### config.mk
export PLATFORM = sky130hd
export DESIGN_NAME = base64_stream_encoder
export DESIGN_NICKNAME = d
export VERILOG_FILES = /design/src/hw/rtl/b64e_pkg.sv /design/src/hw/rtl/b64e_front.sv /design/src/hw/rtl/b64e_queue.sv /design/src/hw/rtl/b64e_back.sv /design/src/hw/rtl/base64_stream_encoder.sv
export SDC_FILE = /design/constraint.sdc
export NUM_CORES = 1
export LEC_CHECK = 0
export BUFFER_PORTS_ARGS = -buffer_cell sky130_fd_sc_hd__buf_4
export CORE_MARGIN = 10
export CORE_UTILIZATION = 30
export DETAILED_ROUTE_END_ITERATION = 6
export HOLD_SLACK_MARGIN = 0.03
export PLACE_DENSITY = 0.58
export SLEW_MARGIN = 25
export SYNTH_ARGS = -nofsm -noshare
export SYNTH_HDL_FRONTEND = slang
export SYNTH_SLANG_ARGS = --single-unit
### constraint.sdc
create_clock -name clk -period 2.1 [get_ports clk]
set_input_delay 0.21 -clock clk [delete_from_list [all_inputs] [get_ports clk]]
set_output_delay 0.21 -clock clk [all_outputs]
set_load 0.02 [all_outputs]
### src/hw/rtl/b64e_pkg.sv
`timescale 1ns / 1ps
// ----------------------------------------------------------------------------
// b64e_pkg
// Shared types, constants and the sextet-to-ASCII mapping of the encoder.
// ----------------------------------------------------------------------------
package b64e_pkg;

	// group phase codes
	localparam logic [1:0] PHASE_0 = 2'd0;
	localparam logic [1:0] PHASE_1 = 2'd1;
	localparam logic [1:0] PHASE_2 = 2'd2;

	// register indexes
	localparam logic REG_MODE = 1'b0;

	// ascii codes
	localparam logic [7:0] CHAR_PAD   = 8'h3d;  // '='
	localparam logic [7:0] CHAR_PLUS  = 8'h2b;  // '+'
	localparam logic [7:0] CHAR_SLASH = 8'h2f;  // '/'
	localparam logic [7:0] CHAR_DASH  = 8'h2d;  // '-'
	localparam logic [7:0] CHAR_UNDER = 8'h5f;  // '_'
	localparam logic [7:0] CHAR_UC_A  = 8'h41;  // 'A'
	localparam logic [7:0] CHAR_LC_A  = 8'h61;  // 'a'
	localparam logic [7:0] CHAR_ZERO  = 8'h30;  // '0'

	// queue depth between front and back
	localparam int QUEUE_DEPTH = 2;

	// one group of characters made by one byte
	typedef struct packed {
		logic [3:0][7:0] chars;   // chars[0] goes out first
		logic [1:0]      cnt_m1;  // number of characters minus one
		logic            last;    // group ends the message
	} grp_t;

	// queue status seen by the front, the back and the checks
	typedef struct packed {
		logic full;
		logic empty;
	} q_stat_t;

	// sextet to alphabet character
	function automatic logic [7:0] sextet_char(input logic [5:0] v, input logic url);
		logic [7:0] v8;
		logic [7:0] c;
		v8 = {2'b00, v};
		if (v8 < 8'd26) begin
			c = CHAR_UC_A + v8;
		end else if (v8 < 8'd52) begin
			c = CHAR_LC_A + (v8 - 8'd26);
		end else if (v8 < 8'd62) begin
			c = CHAR_ZERO + (v8 - 8'd52);
		end else if (v8 == 8'd62) begin
			c = url ? CHAR_DASH : CHAR_PLUS;
		end else begin
			c = url ? CHAR_UNDER : CHAR_SLASH;
		end
		return c;
	endfunction

endpackage

### src/hw/rtl/b64e_front.sv
`timescale 1ns / 1ps
// ----------------------------------------------------------------------------
// b64e_front
// Accepts raw bytes, tracks the group phase and carry bits, and builds the
// group of characters each byte produces.
// ----------------------------------------------------------------------------
module b64e_front (
	input  logic              clk,
	input  logic              arst_n,
	input  logic              web_safe,
	input  logic [7:0]        data_byte,
	input  logic              last_byte,
	input  logic              byte_valid,
	output logic              byte_ready,
	input  b64e_pkg::q_stat_t q_stat,
	output logic              push,
	output b64e_pkg::grp_t    push_grp,
	output logic [1:0]        phase
);
	import b64e_pkg::*;

	logic [1:0] phase_q;
	logic [3:0] carry_q;
	logic [1:0] phase_d;
	logic [3:0] carry_d;
	logic       pad;

	assign byte_ready = !q_stat.full;
	assign push       = byte_valid && byte_ready;
	assign pad        = !web_safe;
	assign phase      = phase_q;

	// build the character group and the next state
	always_comb begin
		push_grp.chars  = {4{CHAR_PAD}};
		push_grp.cnt_m1 = 2'd0;
		push_grp.last   = last_byte;
		phase_d         = PHASE_0;
		carry_d         = 4'd0;
		unique case (phase_q)
			PHASE_1: begin
				push_grp.chars[0] = sextet_char({carry_q[1:0], data_byte[7:4]}, web_safe);
				if (last_byte) begin
					push_grp.chars[1] = sextet_char({data_byte[3:0], 2'b00}, web_safe);
					push_grp.cnt_m1   = pad ? 2'd2 : 2'd1;
				end else begin
					phase_d = PHASE_2;
					carry_d = data_byte[3:0];
				end
			end
			PHASE_2: begin
				push_grp.chars[0] = sextet_char({carry_q, data_byte[7:6]}, web_safe);
				push_grp.chars[1] = sextet_char(data_byte[5:0], web_safe);
				push_grp.cnt_m1   = 2'd1;
			end
			default: begin
				push_grp.chars[0] = sextet_char(data_byte[7:2], web_safe);
				if (last_byte) begin
					push_grp.chars[1] = sextet_char({data_byte[1:0], 4'b0000}, web_safe);
					push_grp.cnt_m1   = pad ? 2'd3 : 2'd1;
				end else begin
					phase_d = PHASE_1;
					carry_d = {2'b00, data_byte[1:0]};
				end
			end
		endcase
	end

	// phase and carry state
	always_ff @(posedge clk or negedge arst_n) begin
		if (!arst_n) begin
			phase_q <= PHASE_0;
			carry_q <= 4'd0;
		end else if (push) begin
			phase_q <= phase_d;
			carry_q <= carry_d;
		end
	end

endmodule

### src/hw/rtl/b64e_queue.sv
`timescale 1ns / 1ps
// ----------------------------------------------------------------------------
// b64e_queue
// Short first-in first-out queue of character groups between front and back.
// ----------------------------------------------------------------------------
module b64e_queue #(
	parameter int DEPTH = b64e_pkg::QUEUE_DEPTH
) (
	input  logic              clk,
	input  logic              arst_n,
	input  logic              push,
	input  b64e_pkg::grp_t    push_grp,
	input  logic              pop,
	output b64e_pkg::grp_t    head_grp,
	output b64e_pkg::q_stat_t q_stat
);
	import b64e_pkg::*;

	localparam int PTR_W = (DEPTH > 1) ? $clog2(DEPTH) : 1;
	localparam int CNT_W = $clog2(DEPTH + 1);
	localparam logic [PTR_W-1:0] PTR_LAST = PTR_W'(DEPTH - 1);
	localparam logic [CNT_W-1:0] CNT_FULL = CNT_W'(DEPTH);

	grp_t             mem_q [DEPTH];
	logic [PTR_W-1:0] wr_ptr_q;
	logic [PTR_W-1:0] rd_ptr_q;
	logic [CNT_W-1:0] cnt_q;

	assign head_grp     = mem_q[rd_ptr_q];
	assign q_stat.full  = (cnt_q == CNT_FULL);
	assign q_stat.empty = (cnt_q == '0);

	// storage write
	always_ff @(posedge clk) begin
		if (push) begin
			mem_q[wr_ptr_q] <= push_grp;
		end
	end

	// pointers and fill count
	always_ff @(posedge clk or negedge arst_n) begin
		if (!arst_n) begin
			wr_ptr_q <= '0;
			rd_ptr_q <= '0;
			cnt_q    <= '0;
		end else begin
			if (push) begin
				wr_ptr_q <= (wr_ptr_q == PTR_LAST) ? '0 : wr_ptr_q + 1'b1;
			end
			if (pop) begin
				rd_ptr_q <= (rd_ptr_q == PTR_LAST) ? '0 : rd_ptr_q + 1'b1;
			end
			if (push && !pop) begin
				cnt_q <= cnt_q + 1'b1;
			end else if (pop && !push) begin
				cnt_q <= cnt_q - 1'b1;
			end
		end
	end

endmodule

### src/hw/rtl/b64e_back.sv
`timescale 1ns / 1ps
// ----------------------------------------------------------------------------
// b64e_back
// Walks the head group one character per cycle, while the receiver takes them, into the output register.
// ----------------------------------------------------------------------------
module b64e_back (
	input  logic              clk,
	input  logic              arst_n,
	input  b64e_pkg::grp_t    head_grp,
	input  b64e_pkg::q_stat_t q_stat,
	output logic              pop,
	output logic [7:0]        out_char,
	output logic              last_char,
	output logic              char_valid,
	input  logic              char_ready
);
	import b64e_pkg::*;

	logic [1:0] idx_q;
	logic       valid_q;
	logic [7:0] char_q;
	logic       last_q;
	logic       load;
	logic       at_end;

	assign load       = !q_stat.empty && (!valid_q || char_ready);
	assign at_end     = (idx_q == head_grp.cnt_m1);
	assign pop        = load && at_end;
	assign char_valid = valid_q;
	assign out_char   = char_q;
	assign last_char  = last_q;

	// character index within the head group
	always_ff @(posedge clk or negedge arst_n) begin
		if (!arst_n) begin
			idx_q <= 2'd0;
		end else if (load) begin
			idx_q <= at_end ? 2'd0 : idx_q + 2'd1;
		end
	end

	// output valid
	always_ff @(posedge clk or negedge arst_n) begin
		if (!arst_n) begin
			valid_q <= 1'b0;
		end else if (load) begin
			valid_q <= 1'b1;
		end else if (char_ready) begin
			valid_q <= 1'b0;
		end
	end

	// output payload
	always_ff @(posedge clk) begin
		if (load) begin
			char_q <= head_grp.chars[idx_q];
			last_q <= at_end && head_grp.last;
		end
	end

endmodule

### src/hw/rtl/base64_stream_encoder.sv
`timescale 1ns / 1ps
// ----------------------------------------------------------------------------
// base64_stream_encoder
// Streaming Base64 encoder: raw bytes in, ASCII characters out.
// ----------------------------------------------------------------------------
// Usage:
//   Input channel (byte_valid/byte_ready) carries data_byte and last_byte;
//   last_byte marks the final byte of a message. Output channel
//   (char_valid/char_ready) carries out_char and last_char; last_char marks
//   the final character of the encoded message, padding included.
//   Register 0 (APB byte address 0), bit 0: url_safe_mode. 0 gives the
//   standard alphabet with '=' padding, 1 the URL-safe alphabet, no padding.
//   Write it only while no message is in flight.
//   The first character of a byte passes through the group queue and the
//   output register. The output register sends one character per cycle
//   while the receiver is ready; a final byte may produce up to 4 characters.
//   Bytes enter back to back while the two-group queue between the byte
//   front end and the character serializer has room.
//   When the receiver stalls, the output holds, the queue fills and
//   byte_ready drops. Reset clears the phase, the queue and the output valid,
//   and sets the standard alphabet.
// ----------------------------------------------------------------------------
module base64_stream_encoder #(
	parameter int QUEUE_DEPTH = b64e_pkg::QUEUE_DEPTH
) (
	input  logic        clk,
	input  logic        arst_n,
	// configuration port
	input  logic        psel,
	input  logic        penable,
	input  logic        pwrite,
	input  logic [2:0]  paddr,
	input  logic [31:0] pwdata,
	output logic [31:0] prdata,
	output logic        pready,
	// byte channel
	input  logic [7:0]  data_byte,
	input  logic        last_byte,
	input  logic        byte_valid,
	output logic        byte_ready,
	// character channel
	output logic [7:0]  out_char,
	output logic        last_char,
	output logic        char_valid,
	input  logic        char_ready
);
	import b64e_pkg::*;

	logic    web_safe_q;
	logic    reg_wr;
	logic    push;
	logic    pop;
	grp_t    push_grp;
	grp_t    head_grp;
	q_stat_t q_stat;
	logic [1:0] phase;

	// register access
	assign pready = 1'b1;
	assign reg_wr = psel && penable && pwrite && pready && (paddr[2] == REG_MODE);
	assign prdata = (paddr[2] == REG_MODE) ? {31'd0, web_safe_q} : 32'd0;

	always_ff @(posedge clk or negedge arst_n) begin
		if (!arst_n) begin
			web_safe_q <= 1'b0;
		end else if (reg_wr) begin
			web_safe_q <= pwdata[0];
		end
	end

	// byte front end
	b64e_front u_front (
		.clk        (clk),
		.arst_n     (arst_n),
		.web_safe   (web_safe_q),
		.data_byte  (data_byte),
		.last_byte  (last_byte),
		.byte_valid (byte_valid),
		.byte_ready (byte_ready),
		.q_stat     (q_stat),
		.push       (push),
		.push_grp   (push_grp),
		.phase      (phase)
	);

	// group queue
	b64e_queue #(
		.DEPTH (QUEUE_DEPTH)
	) u_queue (
		.clk      (clk),
		.arst_n   (arst_n),
		.push     (push),
		.push_grp (push_grp),
		.pop      (pop),
		.head_grp (head_grp),
		.q_stat   (q_stat)
	);

	// character serializer
	b64e_back u_back (
		.clk        (clk),
		.arst_n     (arst_n),
		.head_grp   (head_grp),
		.q_stat     (q_stat),
		.pop        (pop),
		.out_char   (out_char),
		.last_char  (last_char),
		.char_valid (char_valid),
		.char_ready (char_ready)
	);

	// checks
	a_pop_nonempty: assert property (@(posedge clk) disable iff (!arst_n)
		pop |-> !q_stat.empty)
		else $error("queue popped while empty");

	a_queue_stat: assert property (@(posedge clk) disable iff (!arst_n)
		!(q_stat.full && q_stat.empty))
		else $error("queue full and empty at once");

	a_last_resets_phase: assert property (@(posedge clk) disable iff (!arst_n)
		(push && last_byte) |=> (phase == PHASE_0))
		else $error("phase not cleared after final byte");

endmodule

**Yosys cells after proc, flatten, opt, wreduce, memory -nomap -nowiden**

Memory sizes are Yosys's and may differ from the RTL's.
Index checks and enable logic that the tools add are counted.

- Register bits: 23
- RAM bits: 38
- Bits of input ports: 51
- Output and inout port bits: 44
- Word-level logic and storage cells: 133
- Memories kept: 1

- Add/sub/neg operators: 33
- $lt $le $gt $ge: 16
- Eq/ne operators: 8
- Muxes and demuxes: 46
- Bitwise gates (word level): 1
- Reductions and logical operators: 18

Memory list:

| memory | depth | bits a word | rd ports | clocked after Yosys merged registers in | write ports | line | text |
|---|---|---|---|---|---|---|---|
| u_queue.mem_q | 2 | 19 | 1 | 0 | 1 | b64e_queue.sv:24 | `grp_t mem_q [DEPTH];` |

Operator list:

| kind | number |
|---|---|
| two-way mux 8 bit | 22 |
| less-than comparator 6 bit, second input constant | 9 |
| adder 7 x 6 -> 8 bit, first input constant | 6 |
| adder 7 x 8 -> 8 bit, first input constant | 6 |
| subtractor 6 x 5 -> 7 bit, second input constant | 6 |
| adder 6 x 8 -> 8 bit, first input constant | 5 |
| less-than comparator 6 x 5 -> 1 bit, second input constant | 6 |
| one-hot mux 18 bit (2 select lines) | 1 |
| subtractor 6 x 6 -> 7 bit, second input constant | 5 |
| equality test 6 bit, second input constant | 4 |
| two-way mux 2 bit | 9 |
| binary-select mux 8 bit (select 2 bit) | 1 |
| logical AND 1 bit | 9 |
| two-way mux 1 bit | 8 |
| one-hot mux 4 bit (2 select lines) | 1 |
| two-way mux 7 bit | 1 |
| logical NOT 1 bit | 5 |
| adder 2 x 1 -> 2 bit, second input constant | 2 |
| equality test 2 bit, second input constant | 2 |
| two-way mux 4 bit | 1 |
| one-hot mux 2 bit (2 select lines) | 1 |
| nonzero test 2 bit | 2 |
| less-than comparator 2 x 3 -> 1 bit, second input constant | 1 |
| two-way mux 3 bit | 1 |
| 7 further kinds | 8 |

**Longest topological paths before layout**

Gate-level depths: netlist (run 1).

- Word-level depth: 7
- Mapped depth: 11
- Mapped depth without buffers: 10

**Modules after synthesis**

From an unflattened synthesis (run 1), not the netlist that was laid out.

- Cell total of the unflattened synthesis: 661
- Area total of the unflattened synthesis: 6,971.7 µm²

Modules (own cells, without submodules):

| module | instances | cells an instance | area each (µm²) | sequential area each (µm²) |
|---|---|---|---|---|
| b64e_front | 1 | 459 | 3,159.3 | 150.1 |
| b64e_queue | 1 | 125 | 2,862.7 | 2,202.1 |
| b64e_back | 1 | 39 | 648.1 | 345.3 |
| base64_stream_encoder | 1 | 38 | 301.5 | 25.0 |

**Worst setup path before layout (run 1)**

No wires, ideal clock.

- Path type: register -> register
- Start point: register u_front.carry_q[0]
- End point: memory u_queue.mem_q[0][8] in the netlist's numbering (data pin)
- Library setup time: 0.263 ns
- Data arrival time: 1.982 ns
- Data required time: 1.837 ns
- Path slack: -0.145 ns
- Stages on the path, launching flop included: 10
- Buffers on the path: 1
- Period minus slack after synthesis: 2.245 ns
- Cell sequence: dfrtp_1 > buf_2 > inv_1 > ha_1 > a21o_1 > xor2_1 > a21oi_1 > a221oi_1 > nor2_1 > a211o_1

RTL lines:

| what | line | text |
|---|---|---|
| start: declaration | b64e_front.sv:23 | `logic [3:0] carry_q;` |
| start signal: assignment | b64e_front.sv:76 | `carry_q <= carry_d;` |
| end: declaration | b64e_queue.sv:24 |  |

==> results of run 1 <==
==> flip-flops by register name, summed over array words and instances, names as in the netlist <==
register	cells
u_queue.mem_q	38
u_queue.wr_ptr_q	1
web_safe_q	1
u_back.out_char	8
u_back.idx_q	2
u_queue.rd_ptr_q	1
u_front.carry_q	4
u_front.phase	2
u_queue.cnt_q	2
u_back.char_valid	1
u_back.last_char	1
==> cells by family after synthesis <==
logic type	share of synthesized area (%)
flip-flops	32.71
AO/OA/AOI/OAI	17.87
buffers and inverters	8.829
adder cells (fa/ha/maj)	10.22
XOR/XNOR	9.526
AND/OR/NAND/NOR	15.45
other	0.1395
multiplexers	5.251
==> final cells by class <==
cell class              instances  area (um^2)  share of cell area (%)
multi-input cells             456         3502                   49.14
flip-flops and latches         61         1762                   24.72
repair buffers                155         1177                   16.52
well taps                     225        281.5                   3.950
clock buffers                   9        225.2                   3.160
clock inverters                 7        90.09                   1.264
inverters                      21        88.84                   1.246
==> critical path: stages, from the launching register on <==
cell and delay (ns):
sky130_fd_sc_hd__dfrtp_1 0.42, sky130_fd_sc_hd__buf_6 0.15, sky130_fd_sc_hd__inv_8 0.06, sky130_fd_sc_hd__ha_4 0.15
sky130_fd_sc_hd__and3b_2 0.25, sky130_fd_sc_hd__xnor2_2 0.20, sky130_fd_sc_hd__a21oi_2 0.06, sky130_fd_sc_hd__a221oi_2 0.22
sky130_fd_sc_hd__nor2_1 0.08, sky130_fd_sc_hd__a211o_1 0.28
==> what timing repair did <==
| action | 4_1_cts | 5_1_grt |
|---|---|---|
| hold endpoints to repair | 14 | 0 |
| setup buffers | 5 | 1 |
| gates resized for setup | 29 | 30 |
| endpoints found under the setup margin | 16 | 16 |
| pin swaps | 9 | 20 |
| hold buffers | 1 | 0 |
==> routing by layer <==
metal	share of wire [%]	wire, um	global-route usage (%)
met2	49	7600	21.52
met3	4.1	638	1.702
met4	1.5	238	3.914
met5	0	0	0
met1	46	7185	16.46
==> power breakdown <==
group	switching, mW	total (mW)	internal [mW]
Combinational	2.24	4.08	1.83
Clock	0.496	1.53	1.03
Sequential	0.226	2.23	2.00
==> Yosys cell counts (all sizes together), types with 8 or more instances <==
library cell,n
inv,20
a21oi,45
clkbuf,10
xnor2,36
nand2b,9
o21ai,29
xor2,20
buf,52
a31oi,8
mux2i,8
a211oi,10
ha,44
or2,8
nand3,14
dfrtp,14
nand2,48
nor2,32
nor3,15
mux4,8
nor2b,8
edfxtp,47
==> worst min-delay path by stage <==
stage              start                 to  slack (ns)  cells past startpoint
2_1_floorplan     arst_n  u_back.char_valid       -0.09                      0
3_3_place_gp      arst_n  u_back.char_valid        0.07                      1
3_5_place_dp      arst_n    u_back.idx_q[1]        0.08                      1
4_1_cts        pwdata[0]         web_safe_q        0.11                      2
5_1_grt        pwdata[0]         web_safe_q        0.13                      2
6_report       pwdata[0]         web_safe_q        0.13                      2
==> qor.json, run 1 <==
{
  "drt": {
    "ant_nets": 0,
    "drt_pre_antenna_iters": 5,
    "drt_first_iter_violations": 345,
    "detailroute.via_count": 4619,
    "routed_wl_um": 15660,
    "wire_per_inst_um": 16.77,
    "route.detailed.vias_per_inst": 4.945,
    "drc": 0
  },
  "sta": {
    "clock_skew_ns": 0.005654,
    "hold_violations": 0,
    "setup_viol": 6,
    "layout_setup_ws_ns": -0.06308,
    "tns_ns": -0.2112,
    "final.hold.worst_slack_ns": 0.1279,
    "fin_crit_ns": 2.163,
    "final.period_utilization_pct": 103.0,
    "max_clock_freq_mhz": 462.3,
    "final_max_slew_viol_count": 0,
    "grt_setup_unrepaired": "yes"
  },
  "setup_path": {
    "cp_data_required_time_ns": 2.15,
    "worst-path-max-fanout": 5,
    "timing.critical_path.from": "u_front.carry_q[0]",
    "cp.arrival_ns": 2.21,
    "criticalPathCategory": "reg2reg",
    "r2r_start": "u_front.carry_q[0]",
    "timing.rr.end": "u_queue.mem_q[0][8]",
    "cp-start-kind": "register",
    "cells_on_worst_reg2reg_path": 9,
    "regToRegSetupSlack_ns": -0.06,
    "end_kind": "register",
    "crit_end": "u_queue.mem_q[0][8]"
  },
  "synth": {
    "yosysSeqAreaShare_pct": 32.71,
    "post-synth-top-area-fraction_pct": 26.21,
    "synth.largest_area_cell": "sky130_fd_sc_hd__edfxtp_1",
    "async_flop_share_pct": 22.95,
    "synthesis.yosys.warnings": 0,
    "syn-mean-instance-area_um2": 9.448,
    "post_synthesis_register_bit_count": 61,
    "synth_edf_count": 47,
    "synthesis.instances": 570,
    "synthDistinctLibCells": 74,
    "synth_area_leaders": "sky130_fd_sc_hd__edfxtp_1 (26%), sky130_fd_sc_hd__ha_1 (10%), sky130_fd_sc_hd__dfrtp_1 (6.5%)",
    "syn_area_mm2": 0.005385,
    "synthFlopType": "sky130_fd_sc_hd__edfxtp_1"
  },
  "run_status": {
    "failing_checks": "setup timing",
    "status": "complete, but fails checks"
  },
  "floorplanning": {
    "pin_count": 95,
    "standard_cell_row_count": 48,
    "die_area_mm2": 0.02371,
    "fp.coreArea_mm2": 0.01748,
    "starting_density_pct": 30.81,
    "dieHeight_um": 154.0,
    "die_w_um": 154.0
  },
  "placement": {
    "final_replace_weighted_congestion": 0.8847,
    "post-place-ws_ns": -0.2654,
    "port_buffers": 29,
    "place_inst": 914,
    "detailedPlacementHpwl_um": 12660,
    "dp_area_mm2": 0.006529
  },
  "flow_run": {
    "max_cap_violations": 0
  },
  "grt": {
    "grtUsageTotal_pct": 12.75,
    "vias_in_the_first_global_route": 4727,
    "first_pass_grt_wire_length_um": 25080,
    "global_route_total_overflow": 0,
    "initial_antenna_violation_count": 0,
    "grt_start_max_net_pins": 20
  },
  "final_layout": {
    "final_core_utilization_pct": 40.78,
    "fraction_of_layout_cells_with_a_size_suffix_above_1_pct": 34.56,
    "filler_cells_inserted": 1723,
    "final_common_cell": "sky130_fd_sc_hd__buf_4",
    "final_instance_area_mm2": 0.007127,
    "final_cells": 934,
    "nets": 799,
    "final_cell_mix": "sky130_fd_sc_hd__buf_4 (151), sky130_fd_sc_hd__nand2_1 (47), sky130_fd_sc_hd__edfxtp_1 (47)",
    "diodes": 0,
    "area.growth.synth_to_final_pct": 32.34
  },
  "clocking": {
    "path_clk_slew_ns": 0.05,
    "clk-insertion-delay-late_ns": 0.32,
    "clock-sinks": 61,
    "numCtsBuffers": 9,
    "ctsLongestPathBuffers": 2,
    "cts_root_buffer": "sky130_fd_sc_hd__clkbuf_16",
    "htree_levels": 3,
    "tritoncts": "done"
  },
  "power": {
    "ir_worst_vdd_mv": 1.042,
    "post-layout-total-power_mw": 7.829,
    "p_leak_nw": 2.942,
    "power_per_cell_area_mw_per_mm2": 1098
  },
  "worst_hold_path": {
    "worstHoldPathType": "in2reg"
  }
}
Power figures use the tool's default switching activity.
==> run 2: changes to the inputs <==
--- a/config.mk
+++ b/config.mk
@@ -7,10 +7,10 @@
 export LEC_CHECK = 0
 export BUFFER_PORTS_ARGS = -buffer_cell sky130_fd_sc_hd__buf_4
 export CORE_MARGIN = 10
-export CORE_UTILIZATION = 30
+export CORE_UTILIZATION = 40
 export DETAILED_ROUTE_END_ITERATION = 6
 export HOLD_SLACK_MARGIN = 0.03
-export PLACE_DENSITY = 0.58
+export PLACE_DENSITY = 0.71
 export SLEW_MARGIN = 25
 export SYNTH_ARGS = -nofsm -noshare
 export SYNTH_HDL_FRONTEND = slang
==> run 2 against run 1 <==
Net effect: the flow still finishes with violations (setup timing); sequential share of layout area grew 0.26 points; final cell count shrank 6.0%; register-to-register slack is essentially flat; clock power is essentially flat; setup slack gained 0.0015 ns; routed wire length shrank 3.1%; critical path type unchanged; critical endpoint is now u_queue.mem_q[0][10]; largest power group unchanged.
==> qor.json, run 2 (synthesized netlist as in run 1, its figures left out) <==
{
  "run_status": {
    "status": "complete, but fails checks",
    "failing_checks": "setup timing"
  },
  "sta": {
    "hold_violations": {"value": 0, "change": "unchanged"},
    "final.period_utilization": {"value": 102.9, "unit": "%", "change": "about the same"},
    "setup_viol": {"value": 4, "change": "-2"},
    "max_clock_freq": {"value": 462.6, "unit": "MHz", "change": "about the same"},
    "final_max_slew_viol_count": {"value": 0, "change": "unchanged"},
    "tns": {"value": -0.1393, "unit": "ns", "change": "+0.07183 ns"},
    "clock_skew": {"value": 0.005096, "unit": "ns", "change": "-0.0005584 ns"},
    "layout_setup_ws": {"value": -0.06159, "unit": "ns", "change": "+0.001487 ns"},
    "grt_setup_unrepaired": "yes",
    "fin_crit": {"value": 2.162, "unit": "ns", "change": "-0.001487 ns"}
  },
  "drt": {
    "routed_wl": {"value": 15180, "unit": "um", "change": "-3.1%"},
    "detailroute.wirelength.met3": {"value": 811, "unit": "um", "change": "+27%"},
    "wl_met1": {"value": 6538, "unit": "um", "change": "-9.0%"},
    "detailroute.via_count": {"value": 4735, "change": "+2.5%"},
    "route.detailed.vias_per_inst": {"value": 5.393, "change": "+9.0%"},
    "routed-wl-met2": {"value": 7510, "unit": "um", "change": "-1.2%"},
    "drc": {"value": 0, "change": "unchanged"},
    "drt_first_iter_violations": {"value": 353, "change": "+2.3%"},
    "ant_nets": {"value": 0, "change": "unchanged"},
    "wire_per_inst": {"value": 17.29, "unit": "um", "change": "+3.1%"},
    "routed.top_layer": "met4",
    "drt_pre_antenna_iters": {"value": 5, "change": "unchanged"}
  },
  "placement": {
    "place_inst": {"value": 858, "change": "-6.1%"},
    "final_replace_weighted_congestion": {"value": 0.8888, "change": "+0.46%"},
    "post-place-ws": {"value": -0.2751, "unit": "ns", "change": "-0.009775 ns"},
    "detailedPlacementHpwl": {"value": 12070, "unit": "um", "change": "-4.7%"},
    "port_buffers": {"value": 29, "change": "unchanged"},
    "dp_area": {"value": 0.006427, "unit": "mm^2", "change": "-1.6%"}
  },
  "final_layout": {
    "area.growth.synth_to_final_pct": 31.34,
    "max_flop_register": "u_queue.mem_q",
    "fraction_of_layout_cells_with_a_size_suffix_above_1": {"value": 34.90, "unit": "%", "change": "+0.34 points"},
    "final_instance_area": {"value": 0.007073, "unit": "mm^2", "change": "-0.76%"},
    "diodes": {"value": 0, "change": "unchanged"},
    "regArea": {"value": 0.001767, "unit": "mm^2", "change": "+0.28%"},
    "filler_cells_inserted": {"value": 1198, "change": "-30%"},
    "final_cell_mix": "sky130_fd_sc_hd__buf_4 (144), sky130_fd_sc_hd__nand2_1 (47), sky130_fd_sc_hd__edfxtp_1 (47)",
    "largest_register_ffs": {"value": 38, "change": "unchanged"},
    "nets": {"value": 793, "change": "-0.75%"},
    "multi_input_area": {"value": 0.003540, "unit": "mm^2", "change": "+1.1%"},
    "final_cells": {"value": 878, "change": "-6.0%"},
    "final_common_cell": "sky130_fd_sc_hd__buf_4"
  },
  "setup_path": {
    "worst-path-max-fanout": {"value": 3, "change": "-2"},
    "cp_data_required_time": {"value": 2.18, "unit": "ns", "change": "+0.03 ns"},
    "worst_path_most_repeated_cell": "sky130_fd_sc_hd__buf_4",
    "worst_path_dominant_cell_family": "compound AO/OA/AOI/OAI gates",
    "r2r_start": "u_front.carry_q[1]",
    "crit_path_cell_trace": "buf_6 -> ha_4 -> a21o_4 -> xor2_4 -> a21oi_2 -> buf_4 -> a2bb2oi_2 -> o21ai_1 -> buf_4",
    "cells_on_worst_reg2reg_path": {"value": 9, "change": "unchanged"},
    "critical_path_depth": {"value": 9, "change": "unchanged"},
    "regToRegSetupSlack": {"value": -0.06, "unit": "ns", "change": "about the same"},
    "end_kind": "register",
    "timing.rr.end": "u_queue.mem_q[0][10]",
    "timing.critical_path.from": "u_front.carry_q[1]",
    "crit_path_max_incr_delay": {"value": 0.44, "unit": "ns", "change": "+0.02 ns"},
    "cp-start-kind": "register",
    "critical_path_buf_inv_count": {"value": 3, "change": "+1"},
    "crit_end": "u_queue.mem_q[0][10]",
    "cp.arrival": {"value": 2.24, "unit": "ns", "change": "+0.03 ns"},
    "criticalPathCategory": "reg2reg",
    "critical_path_s_slowest_cell": "sky130_fd_sc_hd__dfrtp_2"
  },
  "grt": {
    "initial_antenna_violation_count": {"value": 0, "change": "unchanged"},
    "vias_in_the_first_global_route": {"value": 4854, "change": "+2.7%"},
    "grtUsageTotal": {"value": 16.45, "unit": "%", "change": "+3.7 points"},
    "grt_start_max_net_pins": {"value": 20, "change": "unchanged"},
    "global_route_total_overflow": {"value": 0, "change": "unchanged"},
    "first_pass_grt_wire_length": {"value": 24830, "unit": "um", "change": "-1.0%"}
  },
  "floorplanning": {
    "standard_cell_row_count": {"value": 42, "change": "-13%"},
    "die_area": {"value": 0.01850, "unit": "mm^2", "change": "-22%"},
    "starting_density": {"value": 40.83, "unit": "%", "change": "+10 points"},
    "dieHeight": {"value": 136.0, "unit": "um", "change": "-12%"},
    "fp.coreArea": {"value": 0.01319, "unit": "mm^2", "change": "-25%"},
    "die_w": {"value": 136.0, "unit": "um", "change": "-12%"},
    "pin_count": {"value": 95, "change": "unchanged"}
  },
  "power": {
    "ir_worst_vdd": {"value": 0.5608, "unit": "mV", "change": "-46%"},
    "power_per_cell_area": {"value": 1123, "unit": "mW/mm^2", "change": "+2.2%"},
    "p_leak": {"value": 2.917, "unit": "nW", "change": "-0.87%"}
  },
  "clocking": {
    "cts_root_buffer": "sky130_fd_sc_hd__clkbuf_16",
    "numCtsBuffers": {"value": 9, "change": "unchanged"},
    "clk-insertion-delay-late": {"value": 0.33, "unit": "ns", "change": "about the same"},
    "tritoncts": "done",
    "htree_levels": {"value": 3, "change": "unchanged"},
    "clock-sinks": {"value": 61, "change": "unchanged"},
    "ctsLongestPathBuffers": {"value": 2, "change": "unchanged"},
    "path_clk_slew": {"value": 0.05, "unit": "ns", "change": "about the same"}
  },
  "worst_hold_path": {
    "worstHoldPathType": "in2reg"
  },
  "flow_run": {
    "max_cap_violations": {"value": 0, "change": "unchanged"}
  }
}
[run 2: cell count changes in the layout (fill, tap and decap cells not counted), moves of 3 or more]
cell                       before  now
sky130_fd_sc_hd__buf_4        151  144
sky130_fd_sc_hd__dfrtp_1       14   10
sky130_fd_sc_hd__dfrtp_2        0    4
sky130_fd_sc_hd__clkinv_2       3    0
[run 2: how the worst min path moves through the flow]
stage	cells past startpoint	to	start	slack (ns)
after detailed placement	1	u_back.char_valid	arst_n	0.08
after CTS	2	web_safe_q	pwdata[0]	0.12
after global placement	1	u_back.char_valid	arst_n	0.07
after floorplan	0	u_back.char_valid	arst_n	-0.09
final	2	web_safe_q	pwdata[0]	0.12
after global routing	2	web_safe_q	pwdata[0]	0.12
[run 2: power by group]
group / internal [mW] / switching [mW] / leakage, nW / total, mW
Sequential: 2.01 / 0.254 / 0.608 / 2.26
Combinational: 1.86 / 2.28 / 2.16 / 4.14
Clock: 1.06 / 0.482 / 0.153 / 1.54
Total: 4.93 / 3.02 / 2.92 / 7.94
[run 2: layer usage]
metal / track usage (%) / up-vias
met1: 20.48 / 2271
met5: 0 / -
met3: 2.694 / 29
met4: 5.207 / 0
met2: 28.35 / 182
li1: - / 2253
[run 2: repair_timing]
item / 4_1_cts / 5_1_grt
endpoints found under the setup margin: 16 / 18
hold buffers: 1 / 0
setup buffers: 3 / 1
gates resized for setup: 30 / 37
endpoints found under the hold margin: 14 / 0
pin swaps: 8 / 16
[run 2: area by class of cell]
| class | instances | area share (%) |
|---|---|---|
| Clock buffer | 11 | 3.432 |
| Clock inverter | 4 | 1.026 |
| Inverter | 21 | 1.221 |
| Multi-Input combinational cell | 456 | 50.04 |
| Sequential cell | 61 | 24.98 |
| Tap cell | 176 | 3.113 |
| Timing Repair Buffer | 149 | 16.19 |
[run 2: stage by stage]
stage	power, mW	hold slack, ns	util [%]
after global routing	8.417	0.1207	53.62
after global placement	5.842	0.06992	48.73
after detailed placement	5.989	0.07685	48.73
final	7.943	0.1197	53.62
after CTS	7.756	0.1191	52.35
after floorplan	4.609	-0.08559	-
==> run 3: changes to the inputs <==
==> constraint.sdc (replaced) <==
create_clock -name clk -period 1.8 [get_ports clk]
set_input_delay 0.18 -clock clk [delete_from_list [all_inputs] [get_ports clk]]
set_output_delay 0.18 -clock clk [all_outputs]
set_load 0.02 [all_outputs]
==> run 3 against run 2 <==
Net effect: critical endpoint is now u_queue.mem_q[0][8]; worst hold slack worse by 0.020 ns; fmax is 2.8% higher; sequential power is 19% higher; sequential cell count stayed put; the run still ends with setup timing left; via count is 4.2% higher.
==> qor.json, run 3 (synthesized netlist as in run 1, its figures left out) <==
{
  "run_status": {
    "status": "complete, but fails checks",
    "failing_checks": "setup timing"
  },
  "setup_path": {
    "cp_data_required_time": {"value": 1.86, "unit": "ns", "change": "-0.32 ns"},
    "criticalPathCategory": "reg2reg",
    "cp-start-kind": "register",
    "crit_path_cell_trace": "inv_6 -> ha_4 -> and3b_2 -> xnor2_2 -> a21oi_2 -> a221oi_2 -> nor2_1 -> a211o_1",
    "end_kind": "register",
    "critical_path_s_slowest_cell": "sky130_fd_sc_hd__dfrtp_2",
    "cp.arrival": {"value": 2.16, "unit": "ns", "change": "-0.08 ns"},
    "worst-path-max-fanout": {"value": 6, "change": "+3"},
    "crit_path_max_incr_delay": {"value": 0.49, "unit": "ns", "change": "+0.05 ns"},
    "cells_on_worst_reg2reg_path": {"value": 8, "change": "-1"}
  },
  "flow_run": {
    "max_cap_violations": {"value": 0, "change": "unchanged"}
  },
  "sta": {
    "clock_skew": {"value": 0.009643, "unit": "ns", "change": "+0.004547 ns"},
    "fin_crit": {"value": 2.103, "unit": "ns", "change": "-0.05856 ns"},
    "max_clock_freq": {"value": 475.5, "unit": "MHz", "change": "+2.8%"},
    "tns": {"value": -4.153, "unit": "ns", "change": "-4.013 ns"},
    "layout_setup_ws": {"value": -0.3030, "unit": "ns", "change": "-0.2414 ns"},
    "final.hold.worst_slack": {"value": 0.1001, "unit": "ns", "change": "-0.01965 ns"},
    "grt_setup_unrepaired": "yes",
    "hold_violations": {"value": 0, "change": "unchanged"},
    "final_max_slew_viol_count": {"value": 0, "change": "unchanged"},
    "final.period_utilization": {"value": 116.8, "unit": "%", "change": "+14 points"},
    "setup_viol": {"value": 16, "change": "+12"}
  },
  "floorplanning": {
    "pin_count": {"value": 95, "change": "unchanged"},
    "die_area": {"value": 0.01850, "unit": "mm^2", "change": "unchanged"},
    "fp.coreArea": {"value": 0.01319, "unit": "mm^2", "change": "unchanged"},
    "standard_cell_row_count": {"value": 42, "change": "unchanged"},
    "die_w": {"value": 136.0, "unit": "um", "change": "unchanged"},
    "dieHeight": {"value": 136.0, "unit": "um", "change": "unchanged"},
    "starting_density": {"value": 40.83, "unit": "%", "change": "unchanged"}
  },
  "drt": {
    "drt_pre_antenna_iters": {"value": 5, "change": "unchanged"},
    "drt_first_iter_violations": {"value": 496, "change": "+41%"},
    "drc": {"value": 0, "change": "unchanged"},
    "route.detailed.vias_per_inst": {"value": 5.368, "change": "-0.47%"},
    "ant_nets": {"value": 0, "change": "unchanged"},
    "detailroute.via_count": {"value": 4933, "change": "+4.2%"},
    "wire_per_inst": {"value": 18.86, "unit": "um", "change": "+9.1%"},
    "routed_wl": {"value": 17330, "unit": "um", "change": "+14%"}
  },
  "clocking": {
    "clk-insertion-delay-late": {"value": 0.33, "unit": "ns", "change": "about the same"},
    "tritoncts": "done",
    "clock-sinks": {"value": 61, "change": "unchanged"},
    "path_clk_slew": {"value": 0.06, "unit": "ns", "change": "about the same"},
    "cts_root_buffer": "sky130_fd_sc_hd__clkbuf_16",
    "htree_levels": {"value": 3, "change": "unchanged"},
    "ctsLongestPathBuffers": {"value": 2, "change": "unchanged"},
    "numCtsBuffers": {"value": 9, "change": "unchanged"}
  },
  "grt": {
    "first_pass_grt_wire_length": {"value": 27260, "unit": "um", "change": "+9.8%"},
    "grtUsageTotal": {"value": 18.42, "unit": "%", "change": "+2.0 points"},
    "grt_start_max_net_pins": {"value": 20, "change": "unchanged"},
    "global_route_total_overflow": {"value": 0, "change": "unchanged"},
    "initial_antenna_violation_count": {"value": 0, "change": "unchanged"},
    "vias_in_the_first_global_route": {"value": 5203, "change": "+7.2%"}
  },
  "final_layout": {
    "area.growth.synth_to_final_pct": 41.75,
    "max_flop_register": "u_queue.mem_q",
    "largest_register_ffs": {"value": 38, "change": "unchanged"},
    "nets": {"value": 833, "change": "+5.0%"},
    "diodes": {"value": 0, "change": "unchanged"},
    "final_common_cell": "sky130_fd_sc_hd__buf_4",
    "fraction_of_layout_cells_with_a_size_suffix_above_1": {"value": 41.86, "unit": "%", "change": "+7.0 points"},
    "final_cell_mix": "sky130_fd_sc_hd__buf_4 (179), sky130_fd_sc_hd__edfxtp_1 (47), sky130_fd_sc_hd__nand2_1 (45)"
  },
  "placement": {
    "final_replace_weighted_congestion": {"value": 0.9468, "change": "+6.5%"},
    "port_buffers": {"value": 29, "change": "unchanged"},
    "detailedPlacementHpwl": {"value": 13430, "unit": "um", "change": "+11%"}
  },
  "worst_hold_path": {
    "worstHoldPathType": "in2reg",
    "worst_hold_depth": {"value": 2, "change": "unchanged"}
  },
  "power": {
    "ir_worst_vdd": {"value": 0.5243, "unit": "mV", "change": "-6.5%"},
    "p_leak": {"value": 3.160, "unit": "nW", "change": "+8.4%"},
    "power_per_cell_area": {"value": 1294, "unit": "mW/mm^2", "change": "+15%"}
  }
}
## run 3: cell types whose count changed in the layout (fill, tap and decap cells not counted), sizes merged
cell    delta
buf       +40
clkinv     -1
bufinv     -1
clkbuf     +3
## run 3: through the flow
| step | setup WS [ns] | instances | cell area, um^2 | util (%) | total power [mW] |
|---|---|---|---|---|---|
| final | -0.3030 | 919 | 7634 | 57.87 | 9.875 |
| after global routing | -0.3697 | 919 | 7634 | 57.87 | 10.43 |
| after CTS | -0.2861 | 917 | 7416 | 56.22 | 9.560 |
| after detailed placement | -0.5156 | 897 | 6933 | 52.56 | 7.380 |
| after global placement | -0.5502 | 897 | 6933 | 52.56 | 7.280 |
| after floorplan | -0.1891 | 600 | 5733 | - | 5.514 |
## run 3: report_power, final
part | internal, mW | switching [mW] | total [mW]
Clock | 1.28 | 0.597 | 1.87
Sequential | 2.35 | 0.330 | 2.68
Combinational | 2.47 | 2.85 | 5.32
Total | 6.09 | 3.78 | 9.87
## run 3: worst paths after layout
path | from | to | slack [ns]
min reg2reg | u_queue.cnt_q[1] | u_queue.cnt_q[1] | 0.52
max reg2reg | u_front.carry_q[0] | u_queue.mem_q[0][8] | -0.30
max | u_front.carry_q[0] | u_queue.mem_q[0][8] | -0.30
min in group asynchronous | arst_n | u_queue.wr_ptr_q | 0.24
min | pwdata[0] | web_safe_q | 0.10
max in group asynchronous | arst_n | u_queue.rd_ptr_q | 1.35
## run 3: metal layers
metal  share of wire, %  track usage (%)  up-vias
met5                  0                0        -
met3                5.8            3.210       27
met2                 50            32.37      196
met1                 42            22.70     2371
met4                1.7            4.793        0
li1                   -                -     2339
## run 3: area by class of cell
| cell class | count | area (um^2) |
|---|---|---|
| Clock buffer | 14 | 296.5 |
| Inverter | 21 | 103.9 |
| Sequential cell | 61 | 1767 |
| Tap cell | 176 | 220.2 |
| Clock inverter | 2 | 35.03 |
| Multi-Input combinational cell | 456 | 3730 |
| Fill cell | 1113 | 5557 |
| Timing Repair Buffer | 189 | 1481 |
## run 3: critical path, delay by kind of cell (launching register included)
kind / cells / cell delay, ns
compound gates: 3 / 0.55
flops: 1 / 0.49
simple gates: 2 / 0.32
fa+ha+maj: 1 / 0.17
xor+xnor: 1 / 0.17
buf+inv: 1 / 0.12
## run 3: what timing repair did
| item | 4_1_cts | 5_1_grt |
|---|---|---|
| endpoints found under the hold margin | 14 | 0 |
| buffers inserted | 4 | 3 |
| pin swaps | 13 | 16 |
| gates resized for setup | 28 | 41 |
| hold buffers | 1 | 0 |
| setup endpoints to repair | 20 | 29 |
